### src/bws_pkg.sv
package bws_pkg;

    // fixed field widths of the streams and the register port
    localparam int PIX_BITS     = 16;
    localparam int SUM_BITS     = 16;
    localparam int ROW_BITS     = 16;
    localparam int OUT_COL_BITS = 12;
    localparam int CFG_W_BITS   = 13;
    localparam int CFG_IDX_BITS = 1;
    localparam int CFG_D_BITS   = 16;
    // position row runs past the image into the drain rows
    localparam int PROW_BITS    = ROW_BITS + 1;

    localparam logic [CFG_IDX_BITS-1:0] CFG_WIDTH_IDX  = 1'd0;
    localparam logic [CFG_IDX_BITS-1:0] CFG_HEIGHT_IDX = 1'd1;

    localparam logic [CFG_W_BITS-1:0] WIDTH_RESET  = 13'd4096;
    localparam logic [ROW_BITS-1:0]   HEIGHT_RESET = 16'd4096;

    // control flags that travel with one position down the pipe
    typedef struct packed {
        logic valid;
        logic emit;
        logic last;
        logic use_bot;
        logic first_row;
        logic sub_ok;
        logic col_zero;
    } t_ctl;

endpackage

### src/bws_res_if.sv
interface bws_res_if;
    logic                             valid;
    logic                             ready;
    logic [bws_pkg::SUM_BITS-1:0]     window_sum;
    logic [bws_pkg::OUT_COL_BITS-1:0] out_col;
    logic [bws_pkg::ROW_BITS-1:0]     out_row;
    logic                             frame_last;

    modport source (output valid, window_sum, out_col, out_row, frame_last, input ready);
    modport sink   (input valid, window_sum, out_col, out_row, frame_last, output ready);
endinterface

### src/bws_horz.sv
module bws_horz #(
    parameter int HALF_WIDTH  = 3,
    parameter int MAX_WIDTH   = 4096,
    localparam int COL_BITS   = $clog2(MAX_WIDTH),
    localparam int K_BITS     = $clog2(HALF_WIDTH + 1)
) (
    input  logic                          i_clk,
    input  logic                          i_rst_n,
    input  logic                          i_en,
    input  bws_pkg::t_ctl                 i_ctl,
    input  logic [bws_pkg::SUM_BITS-1:0]  i_v,
    input  logic [COL_BITS-1:0]           i_ocol,
    input  logic [bws_pkg::ROW_BITS-1:0]  i_orow,
    input  logic [K_BITS-1:0]             i_k,
    bws_res_if.source                     o_res
);

    localparam int SB   = bws_pkg::SUM_BITS;
    localparam int LINE = 2 * HALF_WIDTH + 2;

    // row prefix sums of the column sums, newest first
    logic [SB-1:0]                r_line [LINE];
    logic                         r_d_valid;
    logic                         r_d_last, r_d_use_bot;
    logic [K_BITS-1:0]            r_d_k;
    logic [COL_BITS-1:0]          r_d_ocol;
    logic [bws_pkg::ROW_BITS-1:0] r_d_orow;
    logic [SB-1:0]                n_p;

    assign n_p = (i_ctl.col_zero ? '0 : r_line[0]) + i_v;

    always_ff @(posedge i_clk) begin
        if (i_en && i_ctl.valid) begin
            r_line[0] <= n_p;
            for (int i = 1; i < LINE; i++)
                r_line[i] <= r_line[i-1];
        end
    end

    always_ff @(posedge i_clk) begin
        if (!i_rst_n) begin
            r_d_valid   <= 1'b0;
            o_res.valid <= 1'b0;
        end else if (i_en) begin
            r_d_valid   <= i_ctl.valid && i_ctl.emit;
            o_res.valid <= r_d_valid;
        end
    end

    always_ff @(posedge i_clk) begin
        if (i_en) begin
            r_d_last    <= i_ctl.last;
            r_d_use_bot <= i_ctl.use_bot;
            r_d_k       <= i_k;
            r_d_ocol    <= i_ocol;
            r_d_orow    <= i_orow;
            o_res.window_sum <= r_line[r_d_k] - (r_d_use_bot ? r_line[LINE-1] : '0);
            o_res.out_col    <= bws_pkg::OUT_COL_BITS'(r_d_ocol);
            o_res.out_row    <= r_d_orow;
            o_res.frame_last <= r_d_last;
        end
    end

endmodule

### src/flat_wrapper.sv
// flat-port wrapper written by rule: the top's interface ports become plain ports
module bws_horz_flat 
#(
    parameter int HALF_WIDTH  = 3,
    parameter int MAX_WIDTH   = 4096,
    localparam int COL_BITS   = $clog2(MAX_WIDTH),
    localparam int K_BITS     = $clog2(HALF_WIDTH + 1)
)
  (i_clk, i_rst_n, i_en, i_ctl, i_v, i_ocol, i_orow, i_k, o_res_valid, o_res_window_sum, o_res_out_col, o_res_out_row, o_res_frame_last, o_res_ready);
  bws_res_if o_res_i ();
  input  logic i_clk;
  input  logic i_rst_n;
  input  logic i_en;
  input  bws_pkg::t_ctl i_ctl;
  input  logic [bws_pkg::SUM_BITS-1:0] i_v;
  input  logic [COL_BITS-1:0] i_ocol;
  input  logic [bws_pkg::ROW_BITS-1:0] i_orow;
  input  logic [K_BITS-1:0] i_k;
  output wire logic [$bits(o_res_i.valid)-1:0] o_res_valid;
  output wire logic [$bits(o_res_i.window_sum)-1:0] o_res_window_sum;
  output wire logic [$bits(o_res_i.out_col)-1:0] o_res_out_col;
  output wire logic [$bits(o_res_i.out_row)-1:0] o_res_out_row;
  output wire logic [$bits(o_res_i.frame_last)-1:0] o_res_frame_last;
  input wire logic [$bits(o_res_i.ready)-1:0] o_res_ready;
  assign o_res_valid = o_res_i.valid;
  assign o_res_window_sum = o_res_i.window_sum;
  assign o_res_out_col = o_res_i.out_col;
  assign o_res_out_row = o_res_i.out_row;
  assign o_res_frame_last = o_res_i.frame_last;
  assign o_res_i.ready = o_res_ready;
  bws_horz #(.HALF_WIDTH(HALF_WIDTH), .MAX_WIDTH(MAX_WIDTH)) u_core (.i_clk(i_clk), .i_rst_n(i_rst_n), .i_en(i_en), .i_ctl(i_ctl), .i_v(i_v), .i_ocol(i_ocol), .i_orow(i_orow), .i_k(i_k), .o_res(o_res_i));
endmodule
### config.mk
export PLATFORM = sky130hd
export DESIGN_NAME = bws_horz_flat
export DESIGN_NICKNAME = d
export VERILOG_FILES = /design/src/bws_pkg.sv /design/src/bws_res_if.sv /design/src/bws_horz.sv /design/src/flat_wrapper.sv
export SDC_FILE = /design/constraint.sdc
export NUM_CORES = 1
export LEC_CHECK = 0
export ABC_AREA = 1
export BUFFER_PORTS_ARGS = -buffer_cell sky130_fd_sc_hd__buf_2
export CORE_MARGIN = 4
export CORE_UTILIZATION = 50
export DETAILED_ROUTE_END_ITERATION = 12
export MAX_ROUTING_LAYER = met4
export PLACE_DENSITY = 0.75
export SYNTH_ARGS = -nofsm -noshare
export SYNTH_HDL_FRONTEND = slang
export SYNTH_SLANG_ARGS = --single-unit
### constraint.sdc
create_clock -name i_clk -period 5.3 [get_ports i_clk]
set_clock_uncertainty 0.05 [all_clocks]
set_input_delay 1.06 -clock i_clk [delete_from_list [all_inputs] [get_ports i_clk]]
set_output_delay 1.06 -clock i_clk [all_outputs]
set_load 0.01 [all_outputs]
### After elaboration in Yosys (flattened, before gate mapping)

Memories as Yosys holds them, arrays and structs flattened. A register that Yosys moved wholly into a read port is not among the register bits.
Cells that the tools add are included.

* muxes and demuxes: 5
* reduce and logical (&&, ||, !) cells: 2
* add/sub/neg operators: 2

Operator list (count)
* two-way mux 16 bit: 2
* adder 16 bit: 1
* subtractor 16 bit: 1
* logical AND 1 bit: 2
* two-way mux 1 bit: 2
* two-way mux 2 bit: 1

* memories kept: 1
* input bits: 57
* register bits: 79
* logic and storage cells: 21
* output and inout port bits: 46
* bits in writable memories: 128

Memory list
* u_core.r_line: depth 8, width 16, rd ports 9, clocked after Yosys merged registers in 1, wr ports 8, line bws_horz.sv:22 `logic [SB-1:0] r_line [LINE];`

### Logic depth before layout (Yosys ltp)

Gate-level depths: netlist of run 1.

* depth after elaboration: 3
* mapped depth: 16
* gate-level depth less buffers: 14

### Worst setup path before layout of run 1

OpenSTA, ideal clock, no wires.

* path type: in2reg
* from: input port i_ctl[6] in the netlist's numbering
* to: memory u_core.r_line[0][0] in the netlist's numbering, enable pin
* buffers on the path: 0
* stages: 2
* required time: 4768 ps
* setup time: 482 ps
* setup slack: 1193 ps
* data arrival time: 3575 ps
* cells stage by stage: nand2_1 inv_1

RTL lines
* from (decl): line flat_wrapper.sv:14 `input bws_pkg::t_ctl i_ctl;`
* to (decl): line bws_horz.sv:22

==> results of run 1 <==
stage by stage:
| step | instances | total power [uW] | cell area (um^2) | hold slack [ps] | setup slack [ps] |
|---|---|---|---|---|---|
| detailed placement | 1046 | 2540 | 9535 | 354.5 | 2239 |
| floorplan | 732 | 2373 | 8790 | 350.3 | 1193 |
| CTS | 1084 | 3846 | 10140 | 351.9 | 2497 |
| global placement | 1046 | 2520 | 9535 | 350.3 | 2260 |
| global route | 1084 | 4002 | 10140 | 362.1 | 2262 |
| finish | 1084 | 3804 | 10140 | 357.7 | 2478 |
cells in the final DEF, fill, tap and decap left out, types with 4 or more instances in the layout:
cell type and count:
nand3_1 24, nand2_2 5, clkbuf_1 8, nand2_1 192, o22ai_1 13, edfxtp_1 205
clkinv_1 5, nor2_1 61, a21oi_1 20, inv_1 100, ha_1 30, o21ai_0 29
xor2_1 13, dfxtp_1 4, buf_2 98, clkbuf_16 21, inv_2 4
cell families after synthesis:
kind of cell | Yosys count
AND/OR/NAND/NOR | 293
AO/OA/AOI/OAI | 65
flip-flops | 209
XOR/XNOR | 15
buffers and inverters | 118
adder cells (fa/ha/maj) | 32
worst paths after layout:
| path | from | endpoint | slack, ps | depth (start not counted) |
|---|---|---|---|---|
| setup / recovery | register | u_core.o_res.window_sum[10] | 2480 | 10 |
| hold / removal | u_core.r_line[5][8] | u_core.r_line[6][8] | 360 | 0 |
| setup reg to reg | register | u_core.o_res.window_sum[10] | 2480 | 10 |
| hold reg to reg | u_core.r_line[5][8] | u_core.r_line[6][8] | 360 | 0 |
critical path: stages, from the launching register on:
cell and delay (ps):
dfxtp_1 670, inv_2 260, a32oi_2 390, inv_1 110, fa_1 470, inv_1 100, nand4_1 100, nand2_1 160
nand2_1 90, nand3_1 80, nand2_1 70
flip-flops by register name, indices dropped and copies added (netlist names), named ones only:
name                     cells
u_core.r_d_use_bot           1
u_core.r_d_last              1
u_core.r_d_ocol             12
u_core.o_res.out_col        12
u_core.r_d_valid             1
u_core.r_d_orow             16
u_core.o_res.valid           1
u_core.o_res.frame_last      1
u_core.r_line              128
u_core.r_d_k                 2
u_core.o_res.window_sum     16
u_core.o_res.out_row        16
power by group:
group | internal (uW) | switching, uW | total, uW | leakage (uW)
Sequential | 1960 | 39.5 | 2000 | 0.00199
Clock | 746 | 557 | 1300 | 0.000296
Combinational | 180 | 324 | 504 | 0.00207
metal layers:
metal  track usage (%)  up-vias
li1                  -     2689
met1             21.27     2415
met2             23.94      152
met3             2.510       17
met4             4.437        0
met5                 -        -
cell type report:
type / instances / area [um^2]
fillers: 1407 / 7094
flip-flops and latches: 209 / 6236
multi-input cells: 405 / 2088
clock buffers: 30 / 569.3
repair buffers: 102 / 533.0
inverters: 105 / 396.6
well taps: 225 / 281.5
clock inverters: 8 / 37.54
==> metrics.cfg, run 1 <==
[floorplan]
num_io_pins=103
core-area_mm2=0.01724
start_util_pct=50.99
num_rows=48
die_width_um=140.6
die_h_um=140.6
dieArea_mm2=0.01976

[synth]
synth_top_area_share_pct=70.04
ys_seq_elements=209
synth-xor-area-share_pct=1.495
synthMuxAreaShare_pct=0
synth-compound-area-share_pct=4.085
synthTopCellsByArea=edfxtp_1 (70%), nand2_1 (8.2%), inv_1 (4.3%), ha_1 (4.3%), nor2_1 (2.6%)
synth_fp_nets=821
synth_top_flop_cell=edfxtp_1
synth.most_common_cell=edfxtp_1
synth_common_cells=edfxtp_1 (205), nand2_1 (192), inv_1 (101)
synth_top_family_by_area=simple AND/OR/NAND/NOR gates
yosys.area_share.simple_pct=13.45
yosys_warnings=0
async_flop_share_pct=0
syn_inst=732
netlist_area_mm2=0.008790
seq_area_frac_synth_pct=70.95
synth_top_cell_by_area=edfxtp_1
synth_fa_ha_area_share_pct=4.726
syn_area_per_cell_um2=12.01
synth-edff-count=205
yosysUniqueCellTypes=27

[critical_path]
cp-end-kind=register
cp.required_ps=5470
cp_max_fo=17
worstPathArrival_ps=2990
crit_type=reg -> reg
critPathLaunchType=register

[routing]
routed-wl-met3_um=875
wl_met1_um=7011
drc=0
wirelength_um=14920
vias=5273
via_per_inst=4.864
wire_per_inst_um=13.77
initialDrtViolationCount=443
wl_met2_um=6766
dr.pass1.iters=7
highest_layer=met4
ant_nets=0

[final_layout]
fin_nets=933
num_antenna_cells=0
final_core_util_pct=58.84
layout-area-overhead-vs-synth_pct=15.39
drive_above_1_share_pct=16.65

[clock_tree]
cts_buffers=21
cts_tree=built
cts_sinks=209
hold_buffers=0
clkLatencyLatePin_ps=490
cts.clk_slew.worst_paths_ps=60
ctsLongestPathBuffers=3
root_buffer=clkbuf_16
cts_resized=0
post_cts_buffers=0
h-tree-depth=1

[sta]
maxSlewHeadroom_pct=58.94
final.period_utilization_pct=53.25
fin_crit_ps=2822
grt_setup_unrepaired=false
finalSetupTns_ps=0
worstMarginPinSlew_ps=615.8
slew_violations=0
fmax_ghz=0.3543
finalSetupViolations=0
hold_violations=0

[outcome]
status=completed

[placed_design]
gp_congestion=0.8773
dp_hpwl_um=10540
io_buffers=99

[power]
vdd_drop_max_mv=0.2474
leakage_uw=0.004354
power.density_cell_area_mw_per_mm2=375.1

[global_route]
grt.overflow.total=0
grt_antenna_before_repair=0
grt_max_degree=80
grt_use_total_pct=15.39
grt_first_pass_wirelength_um=24380
grt_pass1_vias=5146

[run]
maxCapViolations=0

[hold_path]
min_path_type=reg -> reg

Power figures use the tool's default switching activity.
==> inputs of run 2 (changes only) <==
Settings changed: PLACE_DENSITY 0.75 to 0.78.
Clock period 5.3 ns to 2.4 ns, I/O delays scaled along.
==> run 2 against run 1 <==
Final cell count is 1.2% higher; hold slack worse by 240 ps; global-route usage is 0.33 points lower; sequential share of layout area is 1.9 points lower; critical path depth is 3 higher; combinational power is 140% higher; via count is 0.49% higher; final area is 3.3% higher; flip-flop and latch count stayed put; first-iteration DRC count is 27% lower; setup slack worse by 2400 ps; largest power group unchanged; clock-buffer cell count is 4 lower.
==> metrics.cfg, run 2 (synthesis gave the netlist of run 1 again) <==
[sta]
final.period_utilization_pct=94.98  ; +42 points
hold_violations=0  ; unchanged
maxSlewHeadroom_pct=73.36  ; +14 points
slew_violations=0  ; unchanged
layout_setup_ws_ps=120.4  ; -2357 ps
finalSetupTns_ps=0  ; unchanged
finalSetupViolations=0  ; unchanged
worstMarginPinSlew_ps=399.7  ; -216.2 ps
fin_crit_ps=2280  ; -542.8 ps
fmax_ghz=0.4387  ; +24%

[final_layout]
largest_register_ff_count=128  ; unchanged
num_antenna_cells=0  ; unchanged
layout-area-overhead-vs-synth_pct=19.17
final_core_util_pct=60.77  ; +1.9 points
regArea_mm2=0.006241  ; about the same
fin_nets=949  ; +1.7%
most-common-layout-cells=edfxtp_1 (205), nand2_1 (189), inv_1 (99)
fillers=1344  ; -4.5%
drive_above_1_share_pct=20.64  ; +4.0 points
regMostFlops=u_core.r_line
final_cell_area_mm2=0.01048  ; +3.3%
final_common_cell=edfxtp_1
multiInputGateArea_mm2=0.002191  ; +4.9%
final_cell_count_no_fill=1097  ; +1.2%

[floorplan]
dieArea_mm2=0.01976  ; unchanged
core-area_mm2=0.01724  ; unchanged
num_rows=48  ; unchanged
die_h_um=140.6  ; unchanged
die_width_um=140.6  ; unchanged
num_io_pins=103  ; unchanged
start_util_pct=50.99  ; unchanged

[global_route]
grt_use_total_pct=15.06  ; -0.33 points
grt_antenna_before_repair=0  ; unchanged
grt_first_pass_wirelength_um=23770  ; -2.5%
grt.overflow.total=0  ; unchanged
grt_pass1_vias=5059  ; -1.7%
grt_max_degree=82  ; +2.5%

[routing]
ant_nets=0  ; unchanged
wire_per_inst_um=13.63  ; -0.98%
dr.pass1.iters=5  ; -2
drc=0  ; unchanged
vias=5299  ; +0.49%
initialDrtViolationCount=323  ; -27%
via_per_inst=4.830  ; -0.70%
wirelength_um=14950  ; +0.21%

[critical_path]
cp_max_fo=20  ; +3
slowest_stage=dfxtp_4
crit_path_max_incr_delay_ps=410  ; -260 ps
rr_worst_depth=13  ; +3
cp-end-kind=register
reg2reg_slack_ps=120  ; -2360 ps
crit_type=reg -> reg
critPathLaunchType=register
reg2reg_to=u_core.o_res.window_sum[13]
crit_top_cell=nand2_1
worstPathArrival_ps=2470  ; -520 ps
cp.required_ps=2590  ; -2880 ps
path_cells=inv_4, buf_12, o21ai_0, o22ai_1, ha_1, nand2_2, inv_1, nand2_1, nand2_1, a21oi_1, nand2_1, nand2_1, nand2_1

[clock_tree]
clkLatencyLatePin_ps=490  ; about the same
h-tree-depth=1  ; unchanged
cts_tree=built
hold_buffers=0  ; unchanged
root_buffer=clkbuf_16
ctsLongestPathBuffers=3  ; unchanged
cts_sinks=209  ; unchanged
cts.clk_slew.worst_paths_ps=60  ; about the same
cts_buffers=21  ; unchanged

[power]
pwr-share-comb_pct=14.4  ; +1.2 points
p_switching_uw=2054  ; +120%
seq_power_share_pct=51.4  ; -1.1 points
power.density_cell_area_mw_per_mm2=818.8  ; +120%
swShare_pct=23.94  ; -0.26 points
clock_power_share_pct=34.2  ; about the same
intPower_uw=6523  ; +130%
vdd_drop_max_mv=0.6483  ; +160%
leakage_uw=0.004479  ; +2.9%

[outcome]
status=completed

[placed_design]
dpl.cell_count=1054  ; +0.76%
gp_congestion=0.8598  ; -2.0%
dp_hpwl_um=10660  ; +1.1%
pre_cts_ws_ps=37.77  ; -2202 ps
io_buffers=99  ; unchanged
postPlaceCellArea_mm2=0.009663  ; +1.3%

[hold_path]
whs_endpoint=u_core.r_d_use_bot
min_delay_path_depth=1  ; +1
min_path_type=in -> reg
min-delay-start=i_ctl[3]

[run]
maxCapViolations=0  ; unchanged

==> run 2: cell count changes in the layout (fill, tap and decap cells not counted), moves of 3 or more <==
cell / change
buf_4: +9
o21ai_0: -6
buf_12: +5
ha_1: -5
o21ai_1: +5
clkbuf_1: -3
ha_2: +3
nand2_1: -3
o22ai_1: -3
o22ai_2: +3
==> run 2: power by group through the flow <==
stage | sequential [uW] | combinational [uW] | clock [uW]
2_1_floorplan | 4520 | 724 | 0
3_3_place_gp | 4460 | 1130 | 0
3_5_place_dp | 4480 | 1150 | 0
4_1_cts | 4410 | 1150 | 3030
5_1_grt | 4430 | 1390 | 3190
6_report | 4410 | 1230 | 2940
==> run 2: critical path: cells and delay by family (launching register included) <==
| family | cells | cell delay [ps] |
|---|---|---|
| flip-flops | 1 | 410 |
| AO/OA/AOI/OAI | 3 | 490 |
| adder cells (fa/ha/maj) | 1 | 390 |
| AND/OR/NAND/NOR | 6 | 420 |
| buffers and inverters | 3 | 270 |
==> run 2: timing repair <==
action / CTS / global route
setup buffers: 0 / 7
gates resized for setup: 0 / 32
hold endpoints to repair: 0 / 0
setup endpoints to repair: 0 / 11
==> run 2: stage by stage <==
stage / total power, uW / hold slack [ps]
2_1_floorplan: 5239 / 350.3
3_3_place_gp: 5583 / 350.2
3_5_place_dp: 5627 / 354.5
4_1_cts: 8585 / 86.68
5_1_grt: 9014 / 92.29
6_report: 8577 / 115.8
==> run 2: worst max-delay path by stage <==
stage / from / slack (ps) / cells after the start / to
floorplan: i_ctl[6] / -450 / 2 / u_core.r_line[0][0]
global placement: register / 80 / 12 / u_core.o_res.window_sum[14]
detailed placement: register / 40 / 12 / u_core.o_res.window_sum[14]
CTS: register / 5 / 12 / u_core.o_res.window_sum[14]
global route: register / -20 / 13 / u_core.o_res.window_sum[15]
finish: register / 120 / 13 / u_core.o_res.window_sum[13]
==> run 2: layer usage <==
metal  wire (um)  track usage (%)
met1        6754            20.56
met2        7002            23.92
met3         965            2.646
met4         231            3.672
met5           0                -
==> run 2: cell type report <==
class | instances | area share [%]
flip-flops and latches | 209 | 59.58
clock inverters | 9 | 0.7406
repair buffers | 118 | 7.035
inverters | 105 | 3.846
well taps | 225 | 2.688
multi-input cells | 405 | 20.92
clock buffers | 26 | 5.196
