File: src/bws_pkg.sv
package bws_pkg;

    // fixed field widths of the streams and the register port
    localparam int PIX_BITS     = 16;
    localparam int SUM_BITS     = 16;
    localparam int ROW_BITS     = 16;
    localparam int OUT_COL_BITS = 12;
    localparam int CFG_W_BITS   = 13;
    localparam int CFG_IDX_BITS = 1;
    localparam int CFG_D_BITS   = 16;
    // position row runs past the image into the drain rows
    localparam int PROW_BITS    = ROW_BITS + 1;

    localparam logic [CFG_IDX_BITS-1:0] CFG_WIDTH_IDX  = 1'd0;
    localparam logic [CFG_IDX_BITS-1:0] CFG_HEIGHT_IDX = 1'd1;

    localparam logic [CFG_W_BITS-1:0] WIDTH_RESET  = 13'd4096;
    localparam logic [ROW_BITS-1:0]   HEIGHT_RESET = 16'd4096;

    // control flags that travel with one position down the pipe
    typedef struct packed {
        logic valid;
        logic emit;
        logic last;
        logic use_bot;
        logic first_row;
        logic sub_ok;
        logic col_zero;
    } t_ctl;

endpackage

File: src/bws_pix_if.sv
interface bws_pix_if;
    logic                         valid;
    logic                         ready;
    logic                         kind;
    logic [bws_pkg::PIX_BITS-1:0] pixel;

    modport source (output valid, kind, pixel, input ready);
    modport sink   (input valid, kind, pixel, output ready);
endinterface

File: src/bws_cfg_if.sv
interface bws_cfg_if;
    logic                             valid;
    logic                             ready;
    logic [bws_pkg::CFG_IDX_BITS-1:0] index;
    logic [bws_pkg::CFG_D_BITS-1:0]   data;

    modport source (output valid, index, data, input ready);
    modport sink   (input valid, index, data, output ready);
endinterface

File: src/bws_ctrl.sv
module bws_ctrl #(
    parameter int HALF_WIDTH  = 3,
    parameter int HALF_HEIGHT = 3,
    parameter int MAX_WIDTH   = 4096,
    parameter int PIXEL_BITS  = 16,
    localparam int COL_BITS   = $clog2(MAX_WIDTH),
    localparam int RING       = 2 * HALF_HEIGHT + 1,
    localparam int ADDR_BITS  = $clog2(RING * MAX_WIDTH),
    localparam int K_BITS     = $clog2(HALF_WIDTH + 1)
) (
    input  logic                          i_clk,
    input  logic                          i_rst_n,
    input  logic                          i_en,
    bws_pix_if.sink                       i_pix,
    bws_cfg_if.sink                       i_cfg,
    output bws_pkg::t_ctl                 o_ctl,
    output logic [COL_BITS-1:0]           o_col,
    output logic [ADDR_BITS-1:0]          o_addr,
    output logic [bws_pkg::PIX_BITS-1:0]  o_pix,
    output logic [COL_BITS-1:0]           o_ocol,
    output logic [bws_pkg::ROW_BITS-1:0]  o_orow,
    output logic [K_BITS-1:0]             o_k
);

    localparam int WID_BITS  = $clog2(MAX_WIDTH + 1);
    localparam int CW        = (WID_BITS > bws_pkg::CFG_W_BITS) ? WID_BITS : bws_pkg::CFG_W_BITS;
    localparam int LAG_BITS  = $clog2(HALF_HEIGHT * MAX_WIDTH + HALF_WIDTH + 1);
    localparam int PB        = bws_pkg::PROW_BITS;
    localparam logic [bws_pkg::PIX_BITS-1:0] PIX_MASK =
        (PIXEL_BITS >= bws_pkg::PIX_BITS) ? '1 : bws_pkg::PIX_BITS'((1 << PIXEL_BITS) - 1);
    localparam logic [ADDR_BITS-1:0] BASE_LAST = ADDR_BITS'((RING - 1) * MAX_WIDTH);

    logic [bws_pkg::CFG_W_BITS-1:0] r_cfg_w;
    logic [bws_pkg::ROW_BITS-1:0]   r_cfg_h;
    logic                           r_busy;
    logic [WID_BITS-1:0]            r_w;
    logic [bws_pkg::ROW_BITS-1:0]   r_h;
    logic [COL_BITS-1:0]            r_pcol;
    logic [PB-1:0]                  r_prow;
    logic [ADDR_BITS-1:0]           r_base;
    logic [LAG_BITS-1:0]            r_lag;
    logic [COL_BITS-1:0]            r_rc;
    logic [bws_pkg::ROW_BITS-1:0]   r_rr;
    bws_pkg::t_ctl                  r_a_ctl;
    bws_pkg::t_ctl                  n_ctl;

    logic                           fire, drain, adv, is_pix, pos, start, emit, last;
    logic                           col_end;
    logic [WID_BITS-1:0]            w_new, w_eff;
    logic [bws_pkg::ROW_BITS-1:0]   h_new;
    logic [WID_BITS:0]              kk, wm1;
    logic [K_BITS-1:0]              n_k;

    assign i_cfg.ready = 1'b1;
    assign i_pix.ready = i_en && !adv;

    always_ff @(posedge i_clk) begin
        if (!i_rst_n) begin
            r_cfg_w <= bws_pkg::WIDTH_RESET;
            r_cfg_h <= bws_pkg::HEIGHT_RESET;
        end else if (i_cfg.valid) begin
            case (i_cfg.index)
                bws_pkg::CFG_WIDTH_IDX:  r_cfg_w <= i_cfg.data[bws_pkg::CFG_W_BITS-1:0];
                bws_pkg::CFG_HEIGHT_IDX: r_cfg_h <= i_cfg.data;
                default: ;
            endcase
        end
    end

    always_comb begin
        if (r_cfg_w == '0)
            w_new = WID_BITS'(1);
        else if (CW'(r_cfg_w) > CW'(MAX_WIDTH))
            w_new = WID_BITS'(MAX_WIDTH);
        else
            w_new = WID_BITS'(r_cfg_w);
        h_new = (r_cfg_h == '0) ? bws_pkg::ROW_BITS'(1) : r_cfg_h;

        drain   = r_busy && (r_prow >= PB'(r_h));
        // advance empty positions on our own until the first result is due
        adv     = drain && (r_lag != '0);
        fire    = i_pix.valid && i_en && !adv;
        is_pix  = !drain && !i_pix.kind;
        pos     = (fire && (drain || is_pix)) || adv;
        start   = fire && is_pix && !r_busy;
        w_eff   = start ? w_new : r_w;
        emit    = pos && r_busy && (r_lag == '0);
        col_end = WID_BITS'(r_pcol) == (w_eff - WID_BITS'(1));
        last    = emit && (WID_BITS'(r_rc) == (r_w - WID_BITS'(1)))
                       && (r_rr == (r_h - bws_pkg::ROW_BITS'(1)));

        // how far back the row's right edge lies when the window is clipped there
        kk  = (WID_BITS + 1)'(r_rc) + (WID_BITS + 1)'(HALF_WIDTH);
        wm1 = {1'b0, r_w - WID_BITS'(1)};
        n_k = (kk > wm1) ? K_BITS'(kk - wm1) : '0;

        n_ctl.valid     = pos;
        n_ctl.emit      = emit;
        n_ctl.last      = last;
        n_ctl.use_bot   = (COL_BITS + 1)'(r_rc) >= (COL_BITS + 1)'(HALF_WIDTH + 1);
        n_ctl.first_row = r_prow == '0;
        n_ctl.sub_ok    = r_prow >= PB'(2 * HALF_HEIGHT + 1);
        n_ctl.col_zero  = r_pcol == '0;
    end

    always_ff @(posedge i_clk) begin
        if (!i_rst_n) begin
            r_busy  <= 1'b0;
            r_w     <= WID_BITS'(1);
            r_h     <= bws_pkg::ROW_BITS'(1);
            r_pcol  <= '0;
            r_prow  <= '0;
            r_base  <= '0;
            r_lag   <= '0;
            r_rc    <= '0;
            r_rr    <= '0;
            r_a_ctl <= '0;
        end else if (i_en) begin
            r_a_ctl <= n_ctl;
            if (start) begin
                r_busy <= 1'b1;
                r_w    <= w_new;
                r_h    <= h_new;
                r_lag  <= LAG_BITS'(HALF_HEIGHT * w_new + HALF_WIDTH - 1);
            end
            if (pos) begin
                if (!start && !emit)
                    r_lag <= r_lag - LAG_BITS'(1);
                if (emit) begin
                    if (WID_BITS'(r_rc) == (r_w - WID_BITS'(1))) begin
                        r_rc <= '0;
                        r_rr <= r_rr + bws_pkg::ROW_BITS'(1);
                    end else begin
                        r_rc <= r_rc + COL_BITS'(1);
                    end
                end
                if (col_end) begin
                    r_pcol <= '0;
                    r_prow <= r_prow + PB'(1);
                    r_base <= (r_base == BASE_LAST) ? '0 : r_base + ADDR_BITS'(MAX_WIDTH);
                end else begin
                    r_pcol <= r_pcol + COL_BITS'(1);
                end
                if (last) begin
                    r_busy <= 1'b0;
                    r_pcol <= '0;
                    r_prow <= '0;
                    r_base <= '0;
                    r_lag  <= '0;
                    r_rc   <= '0;
                    r_rr   <= '0;
                end
            end
        end
    end

    always_ff @(posedge i_clk) begin
        if (i_en) begin
            o_col  <= r_pcol;
            o_addr <= r_base + ADDR_BITS'(r_pcol);
            o_pix  <= drain ? '0 : (i_pix.pixel & PIX_MASK);
            o_ocol <= r_rc;
            o_orow <= r_rr;
            o_k    <= n_k;
        end
    end

    assign o_ctl = r_a_ctl;

`ifndef SYNTHESIS
    a_idle_zero: assert property (@(posedge i_clk) disable iff (!i_rst_n)
        !r_busy |-> (r_prow == '0 && r_pcol == '0 && r_rr == '0 && r_rc == '0))
        else $error("counters not cleared while idle");
    a_last_emits: assert property (@(posedge i_clk) disable iff (!i_rst_n)
        r_a_ctl.last |-> (r_a_ctl.emit && r_a_ctl.valid))
        else $error("frame end without a result");
    a_busy_end: assert property (@(posedge i_clk) disable iff (!i_rst_n)
        $fell(r_busy) |-> (r_a_ctl.valid && r_a_ctl.last))
        else $error("frame closed without its final result");
`endif

endmodule

File: src/flat_wrapper.sv
// flat-port wrapper written by rule: the top's interface ports become plain ports
module bws_ctrl_flat 
#(
    parameter int HALF_WIDTH  = 3,
    parameter int HALF_HEIGHT = 3,
    parameter int MAX_WIDTH   = 4096,
    parameter int PIXEL_BITS  = 16,
    localparam int COL_BITS   = $clog2(MAX_WIDTH),
    localparam int RING       = 2 * HALF_HEIGHT + 1,
    localparam int ADDR_BITS  = $clog2(RING * MAX_WIDTH),
    localparam int K_BITS     = $clog2(HALF_WIDTH + 1)
)
  (i_clk, i_rst_n, i_en, o_ctl, o_col, o_addr, o_pix, o_ocol, o_orow, o_k, i_pix_valid, i_pix_kind, i_pix_pixel, i_pix_ready, i_cfg_valid, i_cfg_index, i_cfg_data, i_cfg_ready);
  bws_pix_if i_pix_i ();
  bws_cfg_if i_cfg_i ();
  input  logic i_clk;
  input  logic i_rst_n;
  input  logic i_en;
  output bws_pkg::t_ctl o_ctl;
  output logic [COL_BITS-1:0] o_col;
  output logic [ADDR_BITS-1:0] o_addr;
  output logic [bws_pkg::PIX_BITS-1:0] o_pix;
  output logic [COL_BITS-1:0] o_ocol;
  output logic [bws_pkg::ROW_BITS-1:0] o_orow;
  output logic [K_BITS-1:0] o_k;
  input wire logic [$bits(i_pix_i.valid)-1:0] i_pix_valid;
  input wire logic [$bits(i_pix_i.kind)-1:0] i_pix_kind;
  input wire logic [$bits(i_pix_i.pixel)-1:0] i_pix_pixel;
  output wire logic [$bits(i_pix_i.ready)-1:0] i_pix_ready;
  input wire logic [$bits(i_cfg_i.valid)-1:0] i_cfg_valid;
  input wire logic [$bits(i_cfg_i.index)-1:0] i_cfg_index;
  input wire logic [$bits(i_cfg_i.data)-1:0] i_cfg_data;
  output wire logic [$bits(i_cfg_i.ready)-1:0] i_cfg_ready;
  assign i_pix_i.valid = i_pix_valid;
  assign i_pix_i.kind = i_pix_kind;
  assign i_pix_i.pixel = i_pix_pixel;
  assign i_pix_ready = i_pix_i.ready;
  assign i_cfg_i.valid = i_cfg_valid;
  assign i_cfg_i.index = i_cfg_index;
  assign i_cfg_i.data = i_cfg_data;
  assign i_cfg_ready = i_cfg_i.ready;
  bws_ctrl #(.HALF_WIDTH(HALF_WIDTH), .HALF_HEIGHT(HALF_HEIGHT), .MAX_WIDTH(MAX_WIDTH), .PIXEL_BITS(PIXEL_BITS)) u_core (.i_clk(i_clk), .i_rst_n(i_rst_n), .i_en(i_en), .i_pix(i_pix_i), .i_cfg(i_cfg_i), .o_ctl(o_ctl), .o_col(o_col), .o_addr(o_addr), .o_pix(o_pix), .o_ocol(o_ocol), .o_orow(o_orow), .o_k(o_k));
endmodule
File: config.mk
export PLATFORM = sky130hd
export DESIGN_NAME = bws_ctrl_flat
export DESIGN_NICKNAME = d
export VERILOG_FILES = /design/src/bws_pkg.sv /design/src/bws_pix_if.sv /design/src/bws_cfg_if.sv /design/src/bws_ctrl.sv /design/src/flat_wrapper.sv
export SDC_FILE = /design/constraint.sdc
export NUM_CORES = 1
export LEC_CHECK = 0
export ABC_AREA = 1
export BUFFER_PORTS_ARGS = -buffer_cell sky130_fd_sc_hd__buf_4
export CORE_MARGIN = 2
export CORE_UTILIZATION = 50
export CTS_CLUSTER_DIAMETER = 50
export DETAILED_ROUTE_END_ITERATION = 10
export PLACE_DENSITY_LB_ADDON = 0.2
export SLEW_MARGIN = 30
export SYNTH_ARGS = -nofsm -noshare
export SYNTH_HDL_FRONTEND = slang
export SYNTH_SLANG_ARGS = --single-unit
File: constraint.sdc
create_clock -name i_clk -period 3.4 [get_ports i_clk]
set_input_delay 0.51 -clock i_clk [delete_from_list [all_inputs] [get_ports i_clk]]
set_output_delay 0.51 -clock i_clk [all_outputs]
set_load 0.1 [all_outputs]
== After elaboration in Yosys (flattened, before gate mapping) ==
Index checks and enable logic that the tools add are counted.
Word-level totals
  flip-flop bits (word level): 225
  output and inout port bits: 82
  word-level logic and storage cells: 111
Operators by class
  equality and inequality tests: 4
  add/sub/neg operators: 14
  $lt $le $gt $ge: 5
  reduce and logical (&&, ||, !) cells: 38
  multipliers: 1
  mux-type cells: 24
  bitwise logic cells: 1
Operator list (count)
  16-bit 2-to-1 mux: 4
  12-bit 2-to-1 mux: 5
  14-bit 2-to-1 mux: 4
  15-bit 2-to-1 mux: 3
  13-bit 2-to-1 mux: 3
  17-bit 2-to-1 mux: 2
  14-bit by 1-bit subtractor with 14-bit output (second input constant): 2
  12-bit by 13-bit == test with 1-bit output: 2
  13-bit by 1-bit subtractor with 13-bit output (second input constant): 2
  12-bit by 1-bit adder with 12-bit output (second input constant): 2
  17-bit by 1-bit adder with 17-bit output (second input constant): 1
  17-bit by 16-bit greater-or-equal comparator with 1-bit output: 1
  17-bit by 3-bit greater-or-equal comparator with 1-bit output (second input constant): 1
  17-bit zero test: 1
  16-bit by 1-bit adder with 16-bit output (second input constant): 1
  16-bit == test: 1
  16-bit zero test: 1
  16-bit by 1-bit subtractor with 16-bit output (second input constant): 1
  15-bit by 12-bit adder with 15-bit output: 1
  15-bit by 13-bit adder with 15-bit output (second input constant): 1
  15-bit == test (second input constant): 1
  14-bit by 2-bit adder with 14-bit output (second input constant): 1
  1-bit logical AND: 14
  14-bit zero test: 1
  17 further kinds: 31

== Logic depth before layout (Yosys ltp) ==
  depth after elaboration: 14
  depth in mapped cells: 28
  mapped depth without buffers: 27

== Worst setup path before layout ==
No wires, ideal clock.
  path kind: reg-to-reg
  start point: reg u_core.r_cfg_w[0] (netlist bit)
  end point: reg u_core.r_lag[12]
  setup slack: 322 ps
  path buffers: 1
  cell stages (with the launch flop): 27
  library setup time: 64 ps
  data arrival time: 3014 ps
  clock period less this slack: 3078 ps
  cell sequence: dfxtp_1 > or2_0 > nor2_1 > nand2_1 > nand2_2 > buf_2 > nand2_1 > inv_1 > ha_1 > ha_1 > a21oi_1 > o21ai_0 > nand2_1 > nand2_1 > a21oi_1 > nor2_1 > o21ai_0 > nand2_1 > nand2_1 > nand2_1 > nand2_1 > nand2_1 > a21oi_1 > o21ai_0 > a21oi_1 > nor2_1 > nor2_1
Between the ends
  longest elaborated chain between the ends: 10
  elaborated cells between the ends (all ways): 11
  those cells by class: 2 x add/sub; 1 x mul; 1 x order compare; 6 x mux; 1 x reduce/logical
RTL lines
  start, declared: RTL line bws_ctrl.sv:33  | logic [bws_pkg::CFG_W_BITS-1:0] r_cfg_w;
  start signal, assigned: RTL line bws_ctrl.sv:59  | r_cfg_w <= bws_pkg::WIDTH_RESET;
  start signal, assigned: RTL line bws_ctrl.sv:63  | bws_pkg::CFG_WIDTH_IDX: r_cfg_w <= i_cfg.data[bws_pkg::CFG_W_BITS-1:0];
  13-bit > comparator: RTL line bws_ctrl.sv:73  | else if (CW'(r_cfg_w) > CW'(MAX_WIDTH))
  13-bit 2-to-1 mux: RTL line bws_ctrl.sv:73
  13-bit 2-to-1 mux *: RTL line bws_ctrl.sv:71  | if (r_cfg_w == '0)
  2-bit by 13-bit multiplier with 14-bit output *: RTL line bws_ctrl.sv:124  | r_lag <= LAG_BITS'(HALF_HEIGHT * w_new + HALF_WIDTH - 1);
  14-bit by 2-bit adder with 14-bit output *: RTL line bws_ctrl.sv:124
  14-bit by 1-bit subtractor with 14-bit output *: RTL line bws_ctrl.sv:124
  14-bit 2-to-1 mux *: RTL line bws_ctrl.sv:120  | if (start) begin
  14-bit 2-to-1 mux: RTL line bws_ctrl.sv:127  | if (!start && !emit)
  14-bit 2-to-1 mux: RTL line bws_ctrl.sv:144  | if (last) begin
  14-bit 2-to-1 mux *: RTL line bws_ctrl.sv:126  | if (pos) begin
  end signal, assigned: RTL line bws_ctrl.sv:124
  end signal, assigned: RTL line bws_ctrl.sv:128  | r_lag <= r_lag - LAG_BITS'(1);
  end, declared: RTL line bws_ctrl.sv:41  | logic [LAG_BITS-1:0] r_lag;
Every way passes the cells marked *; elsewhere a longest branch is shown, timed or not.
A chain may end at the register's enable or synchronous reset.

== Worst setup path in the final report ==
  start point: reg u_core.r_h[10] (netlist bit)
  end point: out i_pix_ready
Between the ends
  longest elaborated chain between the ends: 5
RTL lines
  start, declared: RTL line bws_ctrl.sv:37  | logic [bws_pkg::ROW_BITS-1:0] r_h;
  start signal, assigned: RTL line bws_ctrl.sv:110  | r_h <= bws_pkg::ROW_BITS'(1);
  start signal, assigned: RTL line bws_ctrl.sv:123  | r_h <= h_new;
  17-bit by 16-bit greater-or-equal comparator with 1-bit output: RTL line bws_ctrl.sv:79  | drain = r_busy && (r_prow >= PB'(r_h));
  1-bit logical AND: RTL line bws_ctrl.sv:79
  1-bit logical AND: RTL line bws_ctrl.sv:81  | adv = drain && (r_lag != '0);
  1-bit zero test: RTL line bws_ctrl.sv:55  | assign i_pix.ready = i_en && !adv;
  1-bit logical AND: RTL line bws_ctrl.sv:55
  end, declared: RTL line flat_wrapper.sv:29  | output wire logic [$bits(i_pix_i.ready)-1:0] i_pix_ready;
Every way passes these cells.

==> results.toml <==
[sta]
hold_violations = 0
min_period_ns = 3.208
finalSetupViolations = 0
period_share = 0.9434
worst_slack_ns = 0.1924
max_clock_freq_mhz = 311.8
maxSlewHeadroom = 0.5476
worst_pin_slew_ns = 0.6787
rsz0062_at_grt = "yes"
worst_clock_skew_ns = 0.01371
slew_viol_final = 0

[global_routing]
grt_util_met1 = 0.3457
grt_pass1_wl_mm = 53.63
use_met3 = 0.04584
grt-busiest-layer = "met2"
grt_pass1_vias = 10760
grt_use_total = 0.2500
gr-usage-met2 = 0.4000
overflow = 0
grt_max_degree = 57
antenna_found_initial = 0

[synthesis]
synth_area_mm2 = 0.01260
synth-main-ff-cell = "dfxtp_1"
postSynthCellCount = 1689
postSynthAreaPerCell_um2 = 7.461
ys_ff_latch = 211
synth_edf_count = 71
synth-async-reset-ratio = 0
syn_nets = 1795
yosysSeqAreaShare = 0.3916
synth_cell_types = 55
yosys_warnings = 0

[power_and_ir_drop]
comb_power_share = 0.175
power.leakage_nw = 6.628
power.internal_mw = 4.989
p_sw_mw = 2.135
clockPowerShare = 0.440
swShare = 0.2997
p_per_area_mw_per_mm2 = 469.3
vdd_drop_max_mv = 0.3430
power_frac_seq = 0.385

[hold_path]
hold_end = "u_core.r_cfg_h[12]$_SDFFE_PN1P_"
hold_class = "primary input to register"
hold_path_depth = 3
min-delay-start = "i_cfg_data[12]"

[floorplan]
die_w_um = 162.8
std_cell_rows = 58
core_area_mm2 = 0.02496
ios = 121
fp.dieH_um = 162.8
initial_core_util = 0.5048
die-area_mm2 = 0.02649

[detailed_routing]
firstDrtPassIters = 8
avgRoutedWirePerCell_um = 15.38
drt_iter0_markers = 906
routed_via_density = 5.308
drt_wl_total_mm = 33.57
drcViolationCount = 0
postRouteAntennaNets = 0
vias = 11590

[clock_tree]
cts.clk_slew.worst_paths_ns = 0.06
clkSinkCount = 211
cts_tree = "done"
htree_num_levels = 1
clock-root-buffer = "clkbuf_16"
cts_made_buffers = 28
clockBufferDepth = 3
clk_latency_ns = 0.55

[worst_setup_path]
startpoint_type = "register"
cpPeakStageDelay_ns = 0.39
cp_common_cell = "nand2_1"
path_cells = "inv_1 -> ha_1 -> a21oi_1 -> o21ai_0 -> nand2_1 -> o211ai_1 -> nor2_2 -> a21oi_4 -> buf_8 -> nand2_1 -> nand2_1 -> inv_1 -> buf_6"
rr_endpoint = "u_core.r_pcol[5]$_SDFFE_PN0P_"
critical-path-top-delay-family = "buffers and inverters"
reg2reg_depth = 16
critPathKind = "register to output port"
cp.arrival_ns = 2.70
crit_required_ns = 2.89
reg2reg_setup_slack_ns = 0.28
timing.rr.start = "u_core.r_h[0]$_SDFFE_PN1P_"
crit_buf_inv = 4
crit_fanout = 4
end_kind = "output port"
slowest_stage = "dfxtp_1"

[placement]
post-place-ws_ns = 0.05016
place.port_buffers = 119
gp_congestion = 0.9672
dp_hpwl_mm = 25.46
dp_cells = 2120

[cells_and_area]
utilization = 0.6081
mostFrequentLayoutCells = "345 x nand2_1, 225 x nor2_1, 187 x inv_1"
area_growth_pct = 20.45
final_common_cell = "nand2_1"
n_fill_cell = 2295
final_nets = 1937
antenna_cells = 0
drive_gt1_frac = 0.1657
instances_no_fill = 2183

[outcome]
outcome = "finished, final reports clean"

[job]
cap_violations = 0
## synth_stat cells (5+ instances only)
| library cell | count | area (µm²) |
|---|---|---|
| a21boi_0 | 7 | 52.55 |
| a21oi_1 | 110 | 550.5 |
| a31oi_1 | 7 | 43.79 |
| and2_1 | 5 | 31.28 |
| buf_2 | 5 | 25.02 |
| buf_4 | 6 | 45.04 |
| clkbuf_1 | 41 | 153.9 |
| clkbuf_8 | 6 | 82.58 |
| dfxtp_1 | 140 | 2803 |
| edfxtp_1 | 71 | 2132 |
| ha_1 | 66 | 825.8 |
| inv_1 | 191 | 716.9 |
| inv_2 | 7 | 26.28 |
| nand2_1 | 351 | 1318 |
| nand2_2 | 8 | 50.05 |
| nand3_1 | 105 | 525.5 |
| nand4_1 | 37 | 231.5 |
| nor2_1 | 229 | 859.6 |
| nor3_1 | 38 | 190.2 |
| nor3b_1 | 7 | 52.55 |
| nor4_1 | 16 | 100.1 |
| o211ai_1 | 12 | 90.09 |
| o21ai_0 | 61 | 305.3 |
| o21ai_2 | 5 | 43.79 |
| or2_2 | 6 | 37.54 |
| xnor2_1 | 13 | 113.9 |
| xor2_1 | 78 | 683.2 |
## power groups by stage
stage | Sequential, mW | Clock [mW] | Combinational, mW
floorplan | 3.08 | 0 | 0.608
global placement | 2.80 | 0 | 1.19
detailed placement | 2.80 | 0 | 1.20
CTS | 2.74 | 3.17 | 1.20
global route | 2.75 | 3.28 | 1.36
finish | 2.75 | 3.13 | 1.24
## worst min-delay path, stage by stage
cell,delay (ns)
buf_4,0.09
nand2_1,0.05
nand3_1,0.05
## sequential cells by signal, indices dropped and copies added, names as in the netlist
signal / flops
u_core.o_pix: 16
u_core.o_ocol: 12
u_core.r_h: 16
u_core.r_w: 13
u_core.r_pcol: 12
u_core.r_lag: 14
u_core.o_col: 10
u_core.r_rr: 16
u_core.o_k: 2
u_core.r_base: 3
u_core.r_cfg_w: 13
u_core.o_orow: 16
u_core.r_rc: 12
u_core.r_busy: 1
u_core.r_cfg_h: 16
u_core.o_ctl: 7
u_core.o_addr: 15
u_core.r_prow: 17
## worst max-delay path by stage
stage	start	to	slack (ns)	cells after the start
floorplan	u_core.r_cfg_w[0]$_SDFFE_PN0P_	u_core.r_lag[12]$_SDFFE_PN0P_	0.32	26
global placement	u_core.r_cfg_w[2]$_SDFFE_PN0P_	u_core.r_lag[12]$_SDFFE_PN0P_	0.15	27
detailed placement	u_core.r_cfg_w[3]$_SDFFE_PN0P_	u_core.r_lag[12]$_SDFFE_PN0P_	0.05	25
CTS	u_core.r_cfg_w[3]$_SDFFE_PN0P_	u_core.r_lag[12]$_SDFFE_PN0P_	0.01	25
global route	u_core.r_cfg_w[8]$_SDFFE_PN0P_	u_core.r_lag[12]$_SDFFE_PN0P_	-0.05	27
finish	u_core.r_h[10]$_SDFFE_PN0P_	i_pix_ready	0.19	13
## cell type report
class                      count  area, µm²  area share
tap                          330      412.9     0.02720
inverter                     199      754.5     0.04970
clock inverter                18      260.3     0.01714
clock buffer                  34      754.5     0.04970
multi-input combinational   1214       6706      0.4418
timing repair buffer         177       1340     0.08828
sequential                   211       4951      0.3262
## metal layers
| metal | vias to the layer above | part of all wire |
|---|---|---|
| met2 | 373 | 0.44 |
| met4 | 0 | 0.024 |
| li1 | 5845 | - |
| met3 | 65 | 0.075 |
| met5 | - | 0 |
| met1 | 5304 | 0.46 |
## stage by stage
step	setup TNS, ns	total power [mW]	area, µm²	hold WS (ns)
floorplan	0	3.685	12600	0.4064
global placement	0	3.984	13900	0.4161
detailed placement	0	3.996	13900	0.4342
CTS	0	7.115	14920	0.1913
global route	-0.04966	7.393	15180	0.2012
finish	0	7.124	15180	0.1970
## cells by family after synthesis
family	synth area share
and+or+nand+nor	0.2878
buffers and inverters	0.08876
AOI/OAI and AO/OA	0.1012
DFF	0.3916
xor gates and xnor gates	0.06325
adders and majority gates	0.06712
other	0.0002976
## timing repair
action | CTS | global route
pin swaps | 0 | 13
gates resized for setup | 1 | 46
endpoints found under the setup margin | 1 | 11
hold buffers | 0 | 0
cloned | 0 | 1
buffers inserted | 0 | 10
No activity file was read; power rests on OpenSTA's default activity.
